[src/hdl/chp_pkg.sv]
// ----------------------------------------------------------------------------
// chp_pkg
// Types, constants and code tables for the cartridge header parser.
// ----------------------------------------------------------------------------
package chp_pkg;

   localparam int unsigned SizeWidth = 25;

   localparam logic [8:0] OFS_FIRST   = 9'h134;
   localparam logic [8:0] OFS_TYPE    = 9'h147;
   localparam logic [8:0] OFS_ROMCODE = 9'h148;
   localparam logic [8:0] OFS_RAMCODE = 9'h149;
   localparam logic [8:0] OFS_CHECK   = 9'h14D;

   localparam logic [SizeWidth-1:0] HEADER_END = 25'h150;
   localparam int unsigned          BankShift  = 14;

   localparam logic [7:0] ROM_CODE_MAX = 8'h08;
   localparam logic [7:0] ROM_CODE_72  = 8'h52;
   localparam logic [7:0] ROM_CODE_80  = 8'h53;
   localparam logic [7:0] ROM_CODE_96  = 8'h54;

   localparam logic [7:0] RAM_CODE_2K   = 8'h01;
   localparam logic [7:0] RAM_CODE_8K   = 8'h02;
   localparam logic [7:0] RAM_CODE_32K  = 8'h03;
   localparam logic [7:0] RAM_CODE_128K = 8'h04;
   localparam logic [7:0] RAM_CODE_64K  = 8'h05;

   typedef struct packed {
      logic [7:0] header_byte;
      logic [8:0] byte_offset;
   } req_item_type;

   typedef struct packed {
      logic                 header_valid;
      logic [7:0]           mapper_code;
      logic [9:0]           rom_bank_num;
      logic [4:0]           ram_bank_num;
      logic [7:0]           check_byte;
      logic [SizeWidth-1:0] usable_rom_size;
   } rsp_item_type;

   function automatic logic [9:0] rom_banks(input logic [7:0] code);
      logic [9:0] banks;
      banks = 10'd2;
      if (code <= ROM_CODE_MAX) begin
         banks = 10'd2 << code[3:0];
      end else begin
         case (code)
            ROM_CODE_72: banks = 10'd72;
            ROM_CODE_80: banks = 10'd80;
            ROM_CODE_96: banks = 10'd96;
            default:     banks = 10'd2;
         endcase
      end
      return banks;
   endfunction

   function automatic logic [4:0] ram_banks(input logic [7:0] code);
      logic [4:0] banks;
      case (code)
         RAM_CODE_2K, RAM_CODE_8K: banks = 5'd1;
         RAM_CODE_32K:             banks = 5'd4;
         RAM_CODE_128K:            banks = 5'd16;
         RAM_CODE_64K:             banks = 5'd8;
         default:                  banks = 5'd0;
      endcase
      return banks;
   endfunction

   function automatic logic type_supported(input logic [7:0] t);
      return t inside {[8'h00:8'h03], [8'h0F:8'h13], [8'h19:8'h1E]};
   endfunction

endpackage

[src/hdl/chp_in_stage.sv]
// ----------------------------------------------------------------------------
// chp_in_stage
// Input register: holds one request word until the core consumes it.
// ----------------------------------------------------------------------------
module chp_in_stage (
   input  logic                  clock,
   input  logic                  reset,
   input  logic                  req_valid,
   output logic                  req_ready,
   input  chp_pkg::req_item_type req_data,
   input  logic                  advance,
   output logic                  item_valid,
   output chp_pkg::req_item_type item
);
   import chp_pkg::*;

   logic         valid_ff;
   logic         valid_in;
   req_item_type item_ff;

   assign req_ready = !valid_ff || advance;

   always_comb begin
      valid_in = valid_ff;
      if (req_ready) begin
         valid_in = req_valid;
      end
   end

   always_ff @(posedge clock) begin
      if (reset) begin
         valid_ff <= 1'b0;
      end else begin
         valid_ff <= valid_in;
      end
   end

   always_ff @(posedge clock) begin
      if (req_ready && req_valid) begin
         item_ff <= req_data;
      end
   end

   assign item_valid = valid_ff;
   assign item       = item_ff;

endmodule

[src/hdl/chp_hdr_core.sv]
// ----------------------------------------------------------------------------
// chp_hdr_core
// Header state (checksum accumulator, captured codes) and result evaluation.
// ----------------------------------------------------------------------------
module chp_hdr_core (
   input  logic                          clock,
   input  logic                          reset,
   input  logic                          step,
   input  chp_pkg::req_item_type         item,
   input  logic [chp_pkg::SizeWidth-1:0] available_size,
   output chp_pkg::rsp_item_type         result
);
   import chp_pkg::*;

   logic [7:0] acc_ff, acc_in;
   logic [7:0] type_ff, type_in;
   logic [7:0] rom_code_ff, rom_code_in;
   logic [7:0] ram_code_ff, ram_code_in;

   logic                 body_byte;
   logic [7:0]           acc_base;
   logic [9:0]           rom_count;
   logic [SizeWidth-1:0] bank_bytes;
   logic                 pass;

   assign body_byte = (item.byte_offset >= OFS_FIRST) && (item.byte_offset < OFS_CHECK);
   assign acc_base  = (item.byte_offset == OFS_FIRST) ? 8'h00 : acc_ff;

   always_comb begin
      acc_in      = acc_ff;
      type_in     = type_ff;
      rom_code_in = rom_code_ff;
      ram_code_in = ram_code_ff;
      if (step && body_byte) begin
         acc_in = acc_base - item.header_byte - 8'd1;
         case (item.byte_offset)
            OFS_TYPE:    type_in     = item.header_byte;
            OFS_ROMCODE: rom_code_in = item.header_byte;
            OFS_RAMCODE: ram_code_in = item.header_byte;
            default:     ;
         endcase
      end
   end

   always_ff @(posedge clock) begin
      if (reset) begin
         acc_ff      <= 8'h00;
         type_ff     <= 8'h00;
         rom_code_ff <= 8'h00;
         ram_code_ff <= 8'h00;
      end else begin
         acc_ff      <= acc_in;
         type_ff     <= type_in;
         rom_code_ff <= rom_code_in;
         ram_code_ff <= ram_code_in;
      end
   end

   assign rom_count  = rom_banks(rom_code_ff);
   assign bank_bytes = SizeWidth'(rom_count) << BankShift;
   assign pass       = (available_size >= HEADER_END) && (acc_ff == item.header_byte)
                       && type_supported(type_ff);

   always_comb begin
      result = '0;
      if (pass) begin
         result.header_valid    = 1'b1;
         result.mapper_code     = type_ff;
         result.rom_bank_num    = rom_count;
         result.ram_bank_num    = ram_banks(ram_code_ff);
         result.check_byte      = item.header_byte;
         result.usable_rom_size = (bank_bytes > available_size) ? available_size : bank_bytes;
      end
   end

endmodule

[src/hdl/chp_out_stage.sv]
// ----------------------------------------------------------------------------
// chp_out_stage
// Result register towards the response channel.
// ----------------------------------------------------------------------------
module chp_out_stage (
   input  logic                  clock,
   input  logic                  reset,
   input  logic                  load,
   input  chp_pkg::rsp_item_type result,
   output logic                  free,
   output logic                  rsp_valid,
   input  logic                  rsp_ready,
   output chp_pkg::rsp_item_type rsp_data
);
   import chp_pkg::*;

   logic         valid_ff;
   logic         valid_in;
   rsp_item_type data_ff;

   assign free = !valid_ff || rsp_ready;

   always_comb begin
      valid_in = valid_ff;
      if (load) begin
         valid_in = 1'b1;
      end else if (rsp_ready) begin
         valid_in = 1'b0;
      end
   end

   always_ff @(posedge clock) begin
      if (reset) begin
         valid_ff <= 1'b0;
      end else begin
         valid_ff <= valid_in;
      end
   end

   always_ff @(posedge clock) begin
      if (load) begin
         data_ff <= result;
      end
   end

   assign rsp_valid = valid_ff;
   assign rsp_data  = data_ff;

endmodule

[src/hdl/cartridge_header_parser_top.sv]
// ----------------------------------------------------------------------------
// cartridge_header_parser_top
// Header checksum check and bank decode over a stream of ROM bytes.
//
//  channel | ports                                   | word
//  --------+-----------------------------------------+---------------------
//  req     | req_valid, req_ready, req_data          | ROM byte + offset
//  rsp     | rsp_valid, rsp_ready, rsp_data          | header decode result
//  csr     | csr_valid, csr_ready, csr_available_size| available ROM size
//
//  One word per cycle unless a checksum word is held. A word is evaluated while
//  in the input register; a checksum word's result is registered as it leaves.
//  Synchronous reset clears the header state and available size to zero.
//  A result waiting in the result register holds the next checksum word in
//  the input register, and the request channel with it; other bytes pass.
//  csr writes are always taken.
// ----------------------------------------------------------------------------
module cartridge_header_parser_top (
   input  logic                          clock,
   input  logic                          reset,
   input  logic                          req_valid,
   output logic                          req_ready,
   input  chp_pkg::req_item_type         req_data,
   output logic                          rsp_valid,
   input  logic                          rsp_ready,
   output chp_pkg::rsp_item_type         rsp_data,
   input  logic                          csr_valid,
   output logic                          csr_ready,
   input  logic [chp_pkg::SizeWidth-1:0] csr_available_size
);
   import chp_pkg::*;

   logic [SizeWidth-1:0] avail_ff;
   logic [SizeWidth-1:0] avail_in;
   logic                 item_valid;
   req_item_type         item;
   logic                 is_check;
   logic                 out_free;
   logic                 advance;
   rsp_item_type         result;

   assign csr_ready = 1'b1;

   always_comb begin
      avail_in = avail_ff;
      if (csr_valid) begin
         avail_in = csr_available_size;
      end
   end

   always_ff @(posedge clock) begin
      if (reset) begin
         avail_ff <= '0;
      end else begin
         avail_ff <= avail_in;
      end
   end

   assign is_check = (item.byte_offset == OFS_CHECK);
   assign advance  = item_valid && (!is_check || out_free);

   chp_in_stage u_in (
      .clock      (clock),
      .reset      (reset),
      .req_valid  (req_valid),
      .req_ready  (req_ready),
      .req_data   (req_data),
      .advance    (advance),
      .item_valid (item_valid),
      .item       (item)
   );

   chp_hdr_core u_core (
      .clock          (clock),
      .reset          (reset),
      .step           (advance),
      .item           (item),
      .available_size (avail_ff),
      .result         (result)
   );

   chp_out_stage u_out (
      .clock     (clock),
      .reset     (reset),
      .load      (advance && is_check),
      .result    (result),
      .free      (out_free),
      .rsp_valid (rsp_valid),
      .rsp_ready (rsp_ready),
      .rsp_data  (rsp_data)
   );

endmodule

[config.mk]
export PLATFORM = sky130hd
export DESIGN_NAME = cartridge_header_parser_top
export DESIGN_NICKNAME = d
export VERILOG_FILES = /design/src/hdl/chp_pkg.sv /design/src/hdl/chp_in_stage.sv /design/src/hdl/chp_hdr_core.sv /design/src/hdl/chp_out_stage.sv /design/src/hdl/cartridge_header_parser_top.sv
export SDC_FILE = /design/constraint.sdc
export NUM_CORES = 1
export LEC_CHECK = 0
export CAP_MARGIN = 10
export CORE_ASPECT_RATIO = 0.9
export CORE_MARGIN = 2
export CORE_UTILIZATION = 45
export CTS_BUF_LIST = sky130_fd_sc_hd__clkbuf_8
export DETAILED_ROUTE_END_ITERATION = 12
export DONT_BUFFER_PORTS = 1
export RECOVER_POWER = 100
export SLEW_MARGIN = 20
export SYNTH_ARGS = -nofsm -noshare
export SYNTH_HDL_FRONTEND = slang
export SYNTH_SLANG_ARGS = --single-unit
export TNS_END_PERCENT = 30
[constraint.sdc]
create_clock -name clock -period 10.81 [get_ports clock]
set_input_delay 2.7025 -clock clock [delete_from_list [all_inputs] [get_ports clock]]
set_output_delay 2.7025 -clock clock [all_outputs]
set_load 0.05 [all_outputs]
# Yosys cells after proc, flatten, opt, wreduce, memory -nomap -nowiden
# Index checks and enable logic that the tools add are counted.
[word_totals]
ff_bits = 133
latch_bits = 0
ramBits = 0
rom_bits = 0
input_bits = 47
out_inout_bits = 60
memories = 0
[op_classes]
add_sub_neg = 2
mul = 0
n_div = 0
order_cmp = 11
n_eq_ne = 14
shifts = 1
mux = 8
n_bitwise = 0
reduce_logical = 23
[ops]
columns = ["operator", "count"]
rows = [
  ["$mux W57", 1],
  ["$eq A9 B9 Y1 const B", 5],
  ["$ge A25 B9 Y1 const B", 1],
  ["$gt A24 B25 Y1", 1],
  ["$mux W25", 1],
  ["$eq A8 B7 Y1 const B", 3],
  ["$pmux W7 S3", 1],
  ["$pmux W5 S4", 1],
  ["$eq A8 B2 Y1 const B", 2],
  ["$eq A8 B3 Y1 const B", 2],
  ["$le A8 B5 Y1 const B", 2],
  ["$logic_and A1 B1 Y1", 10],
  ["$mux W10", 1],
  ["$shl A2 B4 Y10 const A", 1],
  ["$ge A9 B9 Y1 const B", 1],
  ["$lt A9 B9 Y1 const B", 1],
  ["$eq A8 B1 Y1 const B", 1],
  ["$eq A8 B8 Y1", 1],
  ["$ge A8 B1 Y1 const B", 1],
  ["$ge A8 B4 Y1 const B", 1],
  ["$ge A8 B5 Y1 const B", 1],
  ["$le A8 B2 Y1 const B", 1],
  ["$le A8 B4 Y1 const B", 1],
  ["$mux W8", 1],
  ["other kinds (9)", 17],
]

# Depth between registers and ports, before layout
# Gate-level depths: netlist (run 1).
[logic_depth]
depth_word = 6
ltp_mapped = 14
mapped_depth_nobuf = 11

# Modules after synthesis
# Synthesis (run 1) repeated with hierarchy kept, for this count alone.
[hier_totals]
hier_cells = 578
area_unflattened_um2 = 6259.8
[modules_own_cells]
columns = ["module", "instances", "cells_each", "area_each_um2", "seq_area_each_um2"]
rows = [
  ["chp_hdr_core", 1, 406, 3002.9, 640.6],
  ["chp_out_stage", 1, 61, 1757.9, 1731.7],
  ["cartridge_header_parser_top", 1, 89, 933.4, 500.5],
  ["chp_in_stage", 1, 22, 565.5, 530.5],
]

# Worst setup path after synthesis (run 1)
# OpenSTA, ideal clock, no wires.
[synth_path]
kind = "input port to output port"
from = "in rsp_ready"
to = "out req_ready"
t_arrival_ps = 3267
t_required_ps = 8108
setup_slack_ps = 4841
cell_stages = 2
n_path_buf = 0
cell_sequence = "nand2b_1 > or2_2"
[synth_via]
elab_chain_len = 4
[synth_rtl]
columns = ["item", "line_no", "rtl"]
rows = [
  ["start, declared", "cartridge_header_parser_top.sv:25", "input logic rsp_ready,"],
  ["$logic_or A1 B1 Y1", "chp_out_stage.sv:21", "assign free = !valid_ff || rsp_ready;"],
  ["$logic_or A1 B1 Y1", "cartridge_header_parser_top.sv:60", "assign advance = item_valid && (!is_check || out_free);"],
  ["$logic_and A1 B1 Y1", "cartridge_header_parser_top.sv:60", ""],
  ["$logic_or A1 B1 Y1", "chp_in_stage.sv:21", "assign req_ready = !valid_ff || advance;"],
  ["end, declared", "cartridge_header_parser_top.sv:22", "output logic req_ready,"],
]
# No other way between the ends.

# Worst setup path after layout (run 1)
# Ends and elaborated chain as after synthesis.

==> flow_summary.toml, run 1 <==
[setup_path]
critPathMaxFanout = 3
crit_chain = "nand2b_1 -> or2_0"
worst-path-buf-inv = 0
cp-end-kind = "output port"
crit_path_top_delay_cell = "or2_0"
crit_path_max_incr_delay_ns = 0.67
cp-start-kind = "primary input"
critPathTopFamily = "simple AND/OR/NAND/NOR gates"
arrival_ns = 3.48
worstPathRequired_ns = 8.11
timing_worst_setup_path_type = "in -> out"

[synthesis]
yosysSeqAreaShare_pct = 54.5
syn_avg_cell_area_um2 = 10.7
synth_xor_area_share_pct = 2.00
synth_adder_area_share_pct = 3.59
synth_top_family_by_area = "simple AND/OR/NAND/NOR gates"
synth.area.mux_share_pct = 8.97
ys_warn_count = 0
synth.distinct_cells = 63
synth_compound_gate_area_share_pct = 7.13
yosys.area_share.simple_pct = 18.0
synth_seq_cells = 131
synthFlopType = "edfxtp_1"
synth_cells = 572
synth_edf_count = 72
syn_area_mm2 = 0.00614
synthArstFlopShare_pct = 0

[pwr]
ir_drop_uv = 118
p_per_area_mw_per_mm2 = 157
leakage_nw = 2.37

[outcome]
failed_checks = "capacitance limit, slew limit"
outcome = "finished with violations"

[sta]
worstMarginPinSlew_ns = 2.46
fin_ws_ns = 4.62
maxSlewHeadroom_pct = -64.2
skew_ns = 0.0128
rsz0062_at_grt = "false"
finalSetupViolCount = 0
min_period_ns = 6.19
max_freq_mhz = 162
fin_tns_setup_ns = 0
finalMaxSlewViolations = 117
fin_crit_sh_pct = 57.2
hold_viol = 0

[global_routing]
grt_overflow_total = 0
grt_pass1_wl_mm = 20.1
grt_max_degree = 61
antenna_found_initial = 0
grt_pass1_vias = 3876
grt_usage_pct = 18.0

[cts]
clk_path_buf_depth = 2
clock_latency_ns = 0.44
post_cts_resize_count = 0
cts_hold_buf = 0
numCtsBuffers = 17
path_clk_slew_ns = 0.07
cts_root_buf = "clkbuf_8"
cts_tree = "done"
cts.sinks = 131
post-cts-setup-buffers = 0
h-tree-depth = 4

[die]
rows = 40
die_w_um = 127
num_io_pins = 107
dieArea_mm2 = 0.0146
initial_core_util_pct = 46.1
die_y_um = 115
core_area_mm2 = 0.0133

[final_layout]
utilization_pct = 49.9
mostFrequentLayoutCells = "88 x nor2_1, 72 x edfxtp_1, 59 x dfxtp_1, 56 x inv_1, 55 x mux2i_1"
n_antenna_cell = 0
drive_gt1_share_pct = 7.03
multiInputGateArea_mm2 = 0.00245
area_delta_synth_final_pct = 8.13
num-fill-cells = 1215
fin_area_mm2 = 0.00664
layout_commonest_cell = "nor2_1"
nets = 634
seq_area_mm2 = 0.00334

[placement]
gp_congestion = 0.854
place_hpwl_mm = 8.81
dp_slack_ns = 4.81
io_buffers = 0
placed_area_mm2 = 0.00625

[flow_run]
max-cap-violations = 4

[route]
routedWlPerCell_um = 16.9
wirelength_mm = 12.7
antenna_left = 0
initialDrtViolationCount = 182
first_pass_iters = 6
drc = 0
vias = 4105
viasPerCell = 5.47

[hold_path]
min_path_type = "reg -> reg"
cell type report:
class	instances	area share (%)
clock inverter	15	2.87
clock buffer	17	3.52
sequential	131	50.4
tap	168	3.17
multi-input combinational	364	36.9
timing repair buffer	2	0.113
inverter	54	3.05
cell families after synthesis:
group	after synthesis
AO/OA/AOI/OAI	64
AND/OR/NAND/NOR	207
XOR/XNOR	14
multiplexers	55
buffers and inverters	82
adder cells (fa/ha/maj)	17
other	2
flip-flops	131
flip-flops by register name, summed over array words and instances, names as in the netlist:
| register | count |
|---|---|
| avail_ff | 25 |
| u_core.acc_ff | 8 |
| u_out.rsp_data | 55 |
| u_in.item_valid | 1 |
| u_out.rsp_valid | 1 |
| u_core.ram_code_ff | 8 |
| u_core.type_ff | 8 |
| u_in.item | 17 |
| u_core.rom_code_ff | 8 |
per-stage QoR:
stage / instances / power, mW / hold WS (ns)
after floorplan: 577 / 0.604 / 0.452
after global placement: 719 / 0.609 / 0.463
after detailed placement: 719 / 0.611 / 0.465
after CTS: 751 / 1.05 / 0.483
after global routing: 751 / 1.08 / 0.516
final: 751 / 1.04 / 0.484
Yosys cell counts (3+ instances only):
cell type  number  share of area [%]
nor2_1         88                5.4
edfxtp_1       72                 35
dfxtp_1        59                 19
mux2i_1        55                9.0
inv_1          54                3.3
nor3_1         27                2.2
a21oi_1        25                2.0
nand3_1        17                1.4
ha_1           16                3.3
clkbuf_1       15               0.92
o21ai_0        13                1.1
nor4_1         12                1.2
nand2_1        11               0.67
xnor2_1        11                1.6
and2_1          8               0.82
buf_2           6               0.49
buf_4           5               0.61
nand2b_1        5               0.51
nand4_1         4               0.41
nor2b_1         4               0.41
a211oi_1        3               0.37
o2111a_1        3               0.55
or2_2           3               0.31
or3_1           3               0.31
or4_1           3               0.37
xor2_1          3               0.43
path summary, 6_finish.rpt:
check	startpoint	cells past startpoint	slack [ns]	endpoint
setup / recovery	rsp_ready	2	4.62	req_ready
hold reg to reg	u_core.acc_ff[6]	2	0.48	u_core.acc_ff[6]
hold / removal	u_core.acc_ff[6]	2	0.48	u_core.acc_ff[6]
setup reg to reg	u_in.item[4]	5	5.75	u_out.rsp_data[47]
power by group:
group	internal, mW	total (mW)	switching (mW)	leakage, nW
sequential	0.533	0.548	0.0145	1.14
clock	0.249	0.440	0.191	0.214
combinational	0.0207	0.0516	0.0308	1.01
metal layers:
layer / routed length (um) / part of all wire [%] / vias to the layer above / global-route usage [%]
met2: 5330 / 42 / 132 / 24.9
met5: 0 / 0 / - / 0
li1: - / - / 2017 / -
met1: 6360 / 50 / 1939 / 25.7
met3: 820 / 6.5 / 17 / 6.56
met4: 190 / 1.5 / 0 / 7.62
(Power assumes the default switching activity.)
==> run 2: changes to the inputs <==
Clock period 10.81 ns to 5.65 ns, I/O delays scaled along.
==> flow_summary.toml, run 2 (synthesis results as in run 1) <==
[sta]
finalSetupViolCount = 0
min_period_ns = 4.19
fin_tns_setup_ns = 0
fin_crit_sh_pct = 74.1
max_freq_mhz = 239
rsz0062_at_grt = "false"
hold_viol = 0
finalMaxSlewViolations = 55
worstMarginPinSlew_ns = 2.46
maxSlewHeadroom_pct = -64.3
skew_ns = 0.0116

[setup_path]
cp-end-kind = "register"
arrival_ns = 4.28
r2r_start = "u_in.item[4]"
worstPathRequired_ns = 5.74
critPathMaxFanout = 29
cp-start-kind = "register"
timing_worst_setup_path_type = "reg -> reg"
reg2reg_depth = 5
reg2reg_to = "u_out.rsp_data[46]"
r2r_slack_ns = 1.46

[cts]
cts.sinks = 131
clk_path_buf_depth = 2
cts_tree = "done"
h-tree-depth = 4
path_clk_slew_ns = 0.08
post-cts-setup-buffers = 0
post_cts_resize_count = 0
clock_latency_ns = 0.44
cts_hold_buf = 0
cts_root_buf = "clkbuf_8"
numCtsBuffers = 17

[final_layout]
utilization_pct = 49.3
drive_gt1_share_pct = 6.00
layout_commonest_cell = "nor2_1"
largest_reg_flops = 55
fin_area_mm2 = 0.00656
area_delta_synth_final_pct = 6.91
instances_no_fill = 751
num-fill-cells = 1213
n_antenna_cell = 0
nets = 634
mostFrequentLayoutCells = "88 x nor2_1, 72 x edfxtp_1, 60 x inv_1, 59 x dfxtp_1, 55 x mux2i_1"

[placement]
dp.cells = 719
gp_congestion = 0.815
place_hpwl_mm = 9.10
placed_area_mm2 = 0.00625
io_buffers = 0

[route]
wirelength_mm = 13.0
first_pass_iters = 4
vias = 4102
drc = 0
initialDrtViolationCount = 296
antenna_left = 0
routedWlPerCell_um = 17.4
viasPerCell = 5.46

[global_routing]
antenna_found_initial = 0
grt_max_degree = 61
grt_pass1_wl_mm = 20.4
grt_overflow_total = 0
grt_usage_pct = 18.4
grt_pass1_vias = 3864

[pwr]
ir_drop_uv = 223
pwr-share-clk_pct = 41.8
p_per_area_mw_per_mm2 = 300
leakage_nw = 2.37
p_comb_share_pct = 4.9
p_switching_mw = 0.436
intPower_mw = 1.53
p_total_mw = 1.97
swShare_pct = 22.2
seqPwrFrac_pct = 53.2

[die]
rows = 40
initial_core_util_pct = 46.1
dieArea_mm2 = 0.0146
die_y_um = 115
die_w_um = 127
core_area_mm2 = 0.0133
num_io_pins = 107

[hold_path]
min_from = "u_core.acc_ff[6]"
whs_endpoint = "u_core.acc_ff[6]"
whs_path_depth = 2
min_path_type = "reg -> reg"

[outcome]
failed_checks = "capacitance limit, slew limit"
outcome = "finished with violations"

[flow_run]
max-cap-violations = 5
## run 2: stage by stage
step / hold slack (ns) / setup WS, ns
6_report: 0.500 / 1.46
5_1_grt: 0.520 / 1.05
4_1_cts: 0.498 / 1.88
3_5_place_dp: 0.475 / 2.02
3_3_place_gp: 0.471 / 2.19
2_1_floorplan: 0.452 / 1.18
## run 2: power groups by stage
stage / logic [mW] / registers [mW] / clock network (mW)
CTS: 0.101 / 1.05 / 0.848
global route: 0.109 / 1.05 / 0.883
detailed placement: 0.100 / 1.07 / 0
floorplan: 0.0972 / 1.06 / 0
finish: 0.0972 / 1.05 / 0.823
global placement: 0.0973 / 1.07 / 0
## run 2: worst max-delay path by stage
| stage | endpoint | depth (start not counted) | from |
|---|---|---|---|
| after global placement | u_out.rsp_data[0] | 11 | u_core.rom_code_ff[7] |
| after CTS | req_ready | 4 | u_in.item[4] |
| after floorplan | u_out.rsp_data[0] | 2 | rsp_ready |
| final | u_out.rsp_data[46] | 5 | u_in.item[4] |
| after global routing | u_out.rsp_data[20] | 5 | u_in.item[4] |
| after detailed placement | u_out.rsp_data[0] | 11 | u_core.rom_code_ff[4] |
## run 2: final cells by class
type                       count  area [um2]  share of cell area, %
clock buffer                  17         234                   3.57
clock inverter                15         176                   2.69
inverter                      54         203                   3.09
multi-input combinational    364        2380                   36.3
sequential                   131        3340                   50.9
tap                          168         210                   3.20
timing repair buffer           2        11.3                  0.172
## run 2: per-layer routing
layer  routed length, um  vias up  part of all wire [%]  global-route usage (%)
met1                6220     1948                    48                    24.9
met5                   0        -                     0                       0
met4                 119        0                  0.91                    5.49
li1                    -     2018                     -                       -
met3                 877       12                   6.7                    7.68
met2                5830      124                    45                    27.3
## run 2: worst max-delay path, stage by stage (launching register included)
cell and delay (ns):
edfxtp_1 0.38, or3b_1 0.45, nor4_1 0.35, nand3_1 0.19
nor2b_1 1.85, buf_4 0.61
